File: src/design/ptzhex_pkg.sv
// Package with the types, constants and helper functions of the PTZ command hex decoder.
package ptzhex_pkg;

  localparam int unsigned CountWidth = 5;
  localparam int unsigned ByteIdxWidth = 3;

  // Digit count that makes a complete frame, and the count's saturation value.
  localparam logic [CountWidth-1:0] DIGITS_PER_FRAME = 5'd16;
  localparam logic [CountWidth-1:0] COUNT_SAT        = 5'd17;

  // Byte positions inside the frame, counted from zero.
  localparam logic [ByteIdxWidth-1:0] CODE_BYTE  = 3'd3;
  localparam logic [ByteIdxWidth-1:0] PAN_BYTE   = 3'd4;
  localparam logic [ByteIdxWidth-1:0] TILT_BYTE  = 3'd5;
  localparam logic [ByteIdxWidth-1:0] ZOOM_BYTE  = 3'd6;
  localparam logic [ByteIdxWidth-1:0] CHECK_BYTE = 3'd7;

  // Direction bits of the command code byte.
  localparam logic [7:0] PAN_RIGHT = 8'h01;
  localparam logic [7:0] PAN_LEFT  = 8'h02;
  localparam logic [7:0] TILT_DOWN = 8'h04;
  localparam logic [7:0] TILT_UP   = 8'h08;
  localparam logic [7:0] ZOOM_IN   = 8'h10;
  localparam logic [7:0] ZOOM_OUT  = 8'h20;

  // Result status codes.
  typedef enum logic [1:0] {
    STATUS_OK        = 2'd0,
    STATUS_BAD_CHAR  = 2'd1,
    STATUS_BAD_COUNT = 2'd2,
    STATUS_BAD_SUM   = 2'd3
  } status_t;

  typedef logic signed [1:0] dir_t;

  localparam dir_t DIR_POS  = 2'sd1;
  localparam dir_t DIR_NEG  = -2'sd1;
  localparam dir_t DIR_NONE = 2'sd0;

  // Decoded character: a valid flag and the nibble value.
  typedef struct packed {
    logic       is_hex;
    logic [3:0] value;
  } nibble_t;

  // True for space, tab, carriage return and line feed.
  function automatic logic is_space(input logic [7:0] c);
    logic res;
    case (c) inside
      8'h20, 8'h09, 8'h0D, 8'h0A: res = 1'b1;
      default:                    res = 1'b0;
    endcase
    return res;
  endfunction

  // Converts one ASCII hex digit of either case; anything else reads as zero.
  function automatic nibble_t hex_nibble(input logic [7:0] c);
    nibble_t res;
    case (c) inside
      [8'h30:8'h39]: res = '{is_hex: 1'b1, value: 4'(c - 8'h30)};
      [8'h41:8'h46]: res = '{is_hex: 1'b1, value: 4'(c - 8'h37)};
      [8'h61:8'h66]: res = '{is_hex: 1'b1, value: 4'(c - 8'h57)};
      default:       res = '{is_hex: 1'b0, value: 4'd0};
    endcase
    return res;
  endfunction

  // Direction from the code byte; the positive bit wins over the negative one.
  function automatic dir_t dir_of(input logic [7:0] code, input logic [7:0] pos_bit,
                                  input logic [7:0] neg_bit);
    dir_t res;
    if ((code & pos_bit) != 8'h00) begin
      res = DIR_POS;
    end else if ((code & neg_bit) != 8'h00) begin
      res = DIR_NEG;
    end else begin
      res = DIR_NONE;
    end
    return res;
  endfunction

endpackage

File: src/design/ptz_command_hex_decoder.sv
// PTZ command hex decoder: parses the hex text of an 8-byte pan-tilt-zoom command.
//
// Usage:
//   The input channel (in_valid, in_ch, in_last, in_stall) carries one ASCII
//   character per beat. Space, tab, CR and LF are skipped; every other
//   character counts as one digit, and hex digit pairs form the 8 frame bytes.
//   A beat with in_last high closes the string, and one result beat follows on
//   the output channel (out_valid, out_status, directions, speeds, out_stall).
//   The result of a last character is registered and valid in the cycle
//   after its acceptance. Throughput: one character per cycle, but for a
//   stalled last character; each character is decoded and folded into the
//   frame state on acceptance, and the result is held in one output register.
//   When the receiver stalls, the result stays in the output register. Further
//   characters are still accepted; only a character marked last is stalled
//   until the waiting result is taken.
//   A non-zero status (bad character, wrong digit count, checksum mismatch)
//   comes with all direction and speed fields at zero.
//   Reset (rst_n low, synchronous) empties the output register and clears the
//   digit count, pending nibble, running sum and bad-character flag. The frame
//   byte registers are not reset; they are always rewritten before a read.
module ptz_command_hex_decoder (
  input  logic                     clk,
  input  logic                     rst_n,
  input  logic                     in_valid,
  input  logic [7:0]               in_ch,
  input  logic                     in_last,
  output logic                     in_stall,
  output logic                     out_valid,
  output logic [1:0]               out_status,
  output ptzhex_pkg::dir_t         out_pan_dir,
  output ptzhex_pkg::dir_t         out_tilt_dir,
  output ptzhex_pkg::dir_t         out_zoom_dir,
  output logic [7:0]               out_pan_speed,
  output logic [7:0]               out_tilt_speed,
  output logic [3:0]               out_zoom_speed,
  input  logic                     out_stall
);
  import ptzhex_pkg::*;

  // Frame state.
  logic [CountWidth-1:0] count_r, count_nxt;
  logic [3:0]            high_r, high_nxt;
  logic [7:0]            sum_r, sum_nxt;
  logic                  bad_r, bad_nxt;
  logic [7:0]            frame_r [3:7];

  // Output register.
  logic        out_valid_r;
  status_t     status_r, status_nxt;
  dir_t        pan_dir_r, pan_dir_nxt;
  dir_t        tilt_dir_r, tilt_dir_nxt;
  dir_t        zoom_dir_r, zoom_dir_nxt;
  logic [7:0]  pan_speed_r, pan_speed_nxt;
  logic [7:0]  tilt_speed_r, tilt_speed_nxt;
  logic [3:0]  zoom_speed_r, zoom_speed_nxt;

  logic                    in_accept;
  logic                    done;
  nibble_t                 nib;
  logic                    counted;
  logic                    byte_wr;
  logic [ByteIdxWidth-1:0] byte_idx;
  logic [7:0]              byte_val;
  logic [7:0]              view [3:7];

  // Only a closing character needs the output register; it waits while a
  // result is held and the receiver stalls.
  assign in_stall  = in_last & out_valid_r & out_stall;
  assign in_accept = in_valid & ~in_stall;
  assign done      = in_accept & in_last;

  // Character decode and frame state update.
  always_comb begin
    nib       = hex_nibble(in_ch);
    counted   = in_accept & ~is_space(in_ch);
    byte_idx  = count_r[ByteIdxWidth:1];
    byte_val  = {high_r, nib.value};
    byte_wr   = counted & (count_r < DIGITS_PER_FRAME) & count_r[0];
    count_nxt = count_r;
    high_nxt  = high_r;
    sum_nxt   = sum_r;
    bad_nxt   = bad_r;
    if (counted) begin
      if (!nib.is_hex) begin
        bad_nxt = 1'b1;
      end
      if (count_r < DIGITS_PER_FRAME && !count_r[0]) begin
        high_nxt = nib.value;
      end
      if (byte_wr && byte_idx != CHECK_BYTE) begin
        sum_nxt = sum_r + byte_val;
      end
      if (count_r < COUNT_SAT) begin
        count_nxt = count_r + 5'd1;
      end
    end
  end

  // Frame bytes as they stand after this character.
  always_comb begin
    for (int i = 3; i <= 7; i++) begin
      view[i] = (byte_wr && byte_idx == ByteIdxWidth'(i)) ? byte_val : frame_r[i];
    end
  end

  // Result of a closing character, checked in priority order.
  always_comb begin
    status_nxt     = STATUS_OK;
    pan_dir_nxt    = DIR_NONE;
    tilt_dir_nxt   = DIR_NONE;
    zoom_dir_nxt   = DIR_NONE;
    pan_speed_nxt  = 8'd0;
    tilt_speed_nxt = 8'd0;
    zoom_speed_nxt = 4'd0;
    if (count_nxt != DIGITS_PER_FRAME) begin
      status_nxt = STATUS_BAD_COUNT;
    end else if (bad_nxt) begin
      status_nxt = STATUS_BAD_CHAR;
    end else if (sum_nxt != view[CHECK_BYTE]) begin
      status_nxt = STATUS_BAD_SUM;
    end else begin
      pan_dir_nxt    = dir_of(view[CODE_BYTE], PAN_RIGHT, PAN_LEFT);
      tilt_dir_nxt   = dir_of(view[CODE_BYTE], TILT_DOWN, TILT_UP);
      zoom_dir_nxt   = dir_of(view[CODE_BYTE], ZOOM_IN, ZOOM_OUT);
      pan_speed_nxt  = view[PAN_BYTE];
      tilt_speed_nxt = view[TILT_BYTE];
      zoom_speed_nxt = view[ZOOM_BYTE][7:4];
    end
  end

  // Frame state registers; a closing character starts a new frame.
  always_ff @(posedge clk) begin
    if (!rst_n) begin
      count_r <= '0;
      high_r  <= '0;
      sum_r   <= '0;
      bad_r   <= 1'b0;
    end else if (done) begin
      count_r <= '0;
      high_r  <= '0;
      sum_r   <= '0;
      bad_r   <= 1'b0;
    end else begin
      count_r <= count_nxt;
      high_r  <= high_nxt;
      sum_r   <= sum_nxt;
      bad_r   <= bad_nxt;
    end
  end

  // Frame byte registers; only the bytes that the result reads are kept.
  always_ff @(posedge clk) begin
    for (int i = 3; i <= 7; i++) begin
      if (byte_wr && byte_idx == ByteIdxWidth'(i)) begin
        frame_r[i] <= byte_val;
      end
    end
  end

  // Output valid flag.
  always_ff @(posedge clk) begin
    if (!rst_n) begin
      out_valid_r <= 1'b0;
    end else if (done) begin
      out_valid_r <= 1'b1;
    end else if (!out_stall) begin
      out_valid_r <= 1'b0;
    end
  end

  // Output payload, loaded when a closing character is accepted.
  always_ff @(posedge clk) begin
    if (done) begin
      status_r     <= status_nxt;
      pan_dir_r    <= pan_dir_nxt;
      tilt_dir_r   <= tilt_dir_nxt;
      zoom_dir_r   <= zoom_dir_nxt;
      pan_speed_r  <= pan_speed_nxt;
      tilt_speed_r <= tilt_speed_nxt;
      zoom_speed_r <= zoom_speed_nxt;
    end
  end

  assign out_valid      = out_valid_r;
  assign out_status     = status_r;
  assign out_pan_dir    = pan_dir_r;
  assign out_tilt_dir   = tilt_dir_r;
  assign out_zoom_dir   = zoom_dir_r;
  assign out_pan_speed  = pan_speed_r;
  assign out_tilt_speed = tilt_speed_r;
  assign out_zoom_speed = zoom_speed_r;

  // A closing character always produces a result in the next cycle.
  a_last_gives_result: assert property (@(posedge clk) disable iff (!rst_n)
    done |=> out_valid_r)
    else $error("closing character did not produce a result");

  // The frame state is clear after a closing character.
  a_frame_cleared: assert property (@(posedge clk) disable iff (!rst_n)
    done |=> (count_r == '0 && sum_r == '0 && bad_r == 1'b0 && high_r == '0))
    else $error("frame state not cleared after a result");

  // The digit count never passes its saturation value.
  a_count_sat: assert property (@(posedge clk) disable iff (!rst_n)
    count_r <= COUNT_SAT)
    else $error("digit count above saturation");

  // An error result carries no direction or speed.
  a_error_zero: assert property (@(posedge clk) disable iff (!rst_n)
    (out_valid_r && status_r != STATUS_OK) |->
      (pan_dir_r == DIR_NONE && tilt_dir_r == DIR_NONE && zoom_dir_r == DIR_NONE &&
       pan_speed_r == 8'd0 && tilt_speed_r == 8'd0 && zoom_speed_r == 4'd0))
    else $error("error result with non-zero fields");

  // A held, stalled result is not overwritten before it is taken.
  a_no_overwrite: assert property (@(posedge clk) disable iff (!rst_n)
    (out_valid_r && out_stall) |=> (out_valid_r && $stable(status_r)))
    else $error("stalled result was lost or overwritten");

endmodule

File: config.mk
export PLATFORM = sky130hd
export DESIGN_NAME = ptz_command_hex_decoder
export DESIGN_NICKNAME = d
export VERILOG_FILES = /design/src/design/ptzhex_pkg.sv /design/src/design/ptz_command_hex_decoder.sv
export SDC_FILE = /design/constraint.sdc
export NUM_CORES = 1
export LEC_CHECK = 0
export BUFFER_PORTS_ARGS = -buffer_cell sky130_fd_sc_hd__buf_2
export CELL_PAD_IN_SITES_DETAIL_PLACEMENT = 0
export CELL_PAD_IN_SITES_GLOBAL_PLACEMENT = 1
export CORE_ASPECT_RATIO = 1.1
export CORE_MARGIN = 2
export CORE_UTILIZATION = 30
export CTS_CLUSTER_DIAMETER = 80
export DETAILED_ROUTE_END_ITERATION = 10
export PLACE_DENSITY_LB_ADDON = 0.05
export SYNTH_ARGS = -nofsm -noshare
export SYNTH_HDL_FRONTEND = slang
export SYNTH_SLANG_ARGS = --single-unit
File: constraint.sdc
create_clock -name clk -period 8.3 [get_ports clk]
set_input_delay 1.66 -clock clk [delete_from_list [all_inputs] [get_ports clk]]
set_output_delay 1.66 -clock clk [all_outputs]
set_load 0.02 [all_outputs]
==> results.md <==
* Top Metal Used: met4
* H-Tree Depth at 3
* Fin area at about 4800 um^2
* Crit path max-delay family: compound AO/OA/AOI/OAI gates
* Die Width at around 120 um
* Mapped Nets at 406
* First DRT Iteration DRCs at between 200 and 250
* Yosys top cell by area: edfxtp_1
* DIE AREA at 14700 um^2
* Post-DP HPWL at 7130 um
* Register-to-Register Path Depth at 9
* Final hold vios at 0
* YS warnings at 0
* Clock sink total at slightly above 80
* Cells after DPL at around 600
* Drt wl/cell at around 16 um
* Synth Register Bits at 81
* Type of the tightest min-delay check: register to register
* Status: finished clean
* Top cell type's share of synthesized area at 0.392
* Place WS at 1410 ps
* Non-filler cells, final at ~610
* Post-synth EDFFs at 54
* First-pass GRT wire length at approximately 16000 um
* Slew Viols, Final at 0
* Wl on met1 at between 4000 and 5000 um
* Max-cap violations at 0
* CP Cell Sequence: buf_2, inv_1, ha_1, or3b_1, and4_4, a22oi_1, inv_1, ha_1, a211oi_1, nor3b_1, a31oi_1, mux2i_1, o211ai_1, xnor2_1, nor4b_4, o311a_1
* Pwr Total at 0.932 mW
* Clock Power Share at 0.464
* Mapped cell area at 4130 um^2
* Setup WS post-layout at between 1500 and 2000 ps
* Root buffer cell: clkbuf_16
* Die Y at 127 um
* Antenna Nets Post-Route at 0
* Post-layout util at 0.364
* Setup TNS at 0 ps
* Gpl congestion at roughly 0.85
* Sequential cell area fraction in the yosys report at 0.523
* Via count at between 2000 and 3000
* Clock tree buffer depth at 2
* Fmax achieved at ~160 MHz
* CTS Buf Count at 9
* Cell Int Power at between 0.7 and 0.8 mW
* Slew Limit Headroom at 0.310
* Kind of critical path: input port to register
* Pwr dens at roughly 190 nW/um^2
* Initial antenna violation count at 0
* Asr flop ratio synth at 0
* Period Utilization, post-route at 0.776
* Sequential share of power at 0.472
* Initial Util at 0.310
* Post-CTS Setup Repair Bufs at 0
* Crit. path cell count at 16
* Hold_ws at about 480 ps
* Worst-Skew Late Latency at 340 ps
* Synth cell types at 64
* CP Launch Type: input port
* Share of layout cells above drive strength 1 at 0.170
* Worst-path clk slew at about 70 ps
* Switching pwr at roughly 0.21 mW
* Area growth, synth to finish at 17.4%
* Final wirelength at 9990 um
* GR Util All Layers at 0.141
* Top FF cell, synth: edfxtp_1
* Filler cells at 1384
* Maximum VDD drop at about 78 uV
* WP data arrival at about 6600 ps
* Comb pwr share at 0.064
* CTS tree: yes
* Switching share of total power at 0.230
* Area after DPL at around 4500 um^2
* Total congestion overflow at 0
* RSZ-0062 raised after global routing: no
* Synth top area cells: edfxtp_1, dfxtp_1, ha_1
* Syn avg cell area at 10.9 um^2
* Hold Path Cell Cnt at 2
* N_diodes at 0
* Crit path buffers/inverters at 3
* Crit. End Element: register
* Post-cts resize count at 0
* Final nets at 446
* Vias in the first global route at between 2000 and 3000
* DRC violations left at 0
* Clk_skew at just over 10 ps
* Vias/cell at 4.86
* DR pass1 iterations at 4
* I/O pin count at between 40 and 50
* Leak at about 1.9 nW
* Top-count cell post-synth: edfxtp_1
* Critical Path Fanout Max at 26
* Core ar. at approximately 13000 um^2
* Slowest stage delay, CP at between 900 and 1000 ps
* Worst Path Required at roughly 8500 ps
* Largest net degree at the start of global routing at 29
* Final worst path period need at around 6400 ps
* Worst-Margin Slew at between 1000 and 1500 ps
* Post-CTS Hold Fix Bufs at 0
* Port Buffers at 42
* Cell Rows at 44
* Setup violators final at 0
* Routed wl met3 at 334 um
* Worst path slowest cell: nor4b_4
* Top cells by count, synth: edfxtp_1, nor2_1, dfxtp_1, and2_1, nand2_1
* Post-Synthesis Cells at between 300 and 400
* Met2 wire len at between 4000 and 5000 um
[registers in the layout, summed over array words and instances, names as in the netlist]
register        cells
frame_r            34
out_pan_speed       8
out_tilt_speed      8
sum_r               8
count_r             5
high_r              4
out_zoom_speed      4
out_pan_dir         2
out_status          2
out_tilt_dir        2
out_zoom_dir        2
bad_r               1
out_valid           1
[area by class of cell]
type                    instances  area (um^2)  area share
inverters                      15         56.3      0.0116
flip-flops and latches         81         2160       0.446
repair buffers                 44          225      0.0464
well taps                     184          230      0.0475
multi-input cells             268         1860       0.383
clock buffers                   9          225      0.0464
clock inverters                 6         92.6      0.0191
[kinds of logic after synthesis]
| family | Yosys count | share of synthesized area |
|---|---|---|
| AND/OR/NAND/NOR | 137 | 0.186 |
| AO/OA/AOI/OAI | 86 | 0.147 |
| flip-flops | 81 | 0.523 |
| buffers and inverters | 30 | 0.0300 |
| XOR/XNOR | 22 | 0.0466 |
| adder cells (fa/ha/maj) | 14 | 0.0442 |
| multiplexers | 9 | 0.0227 |
[tightest hold or removal path, stage by stage, from the launching register on]
cell and delay [ps]:
dfxtp_1 320, nand2_1 50, a21boi_0 60
[placed cells by master, fill, tap and decap left out, types with 7 or more instances in the layout]
master     count
a21oi_1       18
and2_1        21
edfxtp_1      54
dfxtp_1       27
xor2_1        12
nand3_1       11
nor3_1         7
nor2_1        31
buf_2         42
nand2_1       21
ha_1          13
o21ai_0       15
clkbuf_16      9
xnor2_1       10
inv_1         15
[worst paths after layout]
check	startpoint	to	slack, ps
worst max-delay path	in_ch[0]	out_zoom_dir[0]$_SDFFCE_PP0P_	1860
worst min-delay path	out_valid$_SDFFE_PN0P_	out_valid$_SDFFE_PN0P_	480
worst max register to register	high_r[1]$_SDFFE_PP0P_	out_zoom_dir[0]$_SDFFCE_PP0P_	4380
worst min register to register	out_valid$_SDFFE_PN0P_	out_valid$_SDFFE_PN0P_	480
[routing by layer]
metal,GRT usage,vias to the layer above
met2,0.236,58
met3,0.0176,14
met5,0,-
met1,0.180,1397
li1,-,1484
met4,0.0630,0
[power by group through the flow]
stage	clock, mW	combinational [mW]	sequential (mW)
floorplan	0	0.0322	0.453
global placement	0	0.0603	0.450
detailed placement	0	0.0595	0.449
CTS	0.441	0.0597	0.440
global route	0.456	0.0654	0.441
finish	0.433	0.0593	0.440
Note: power is estimated with default switching activity, not from simulation.
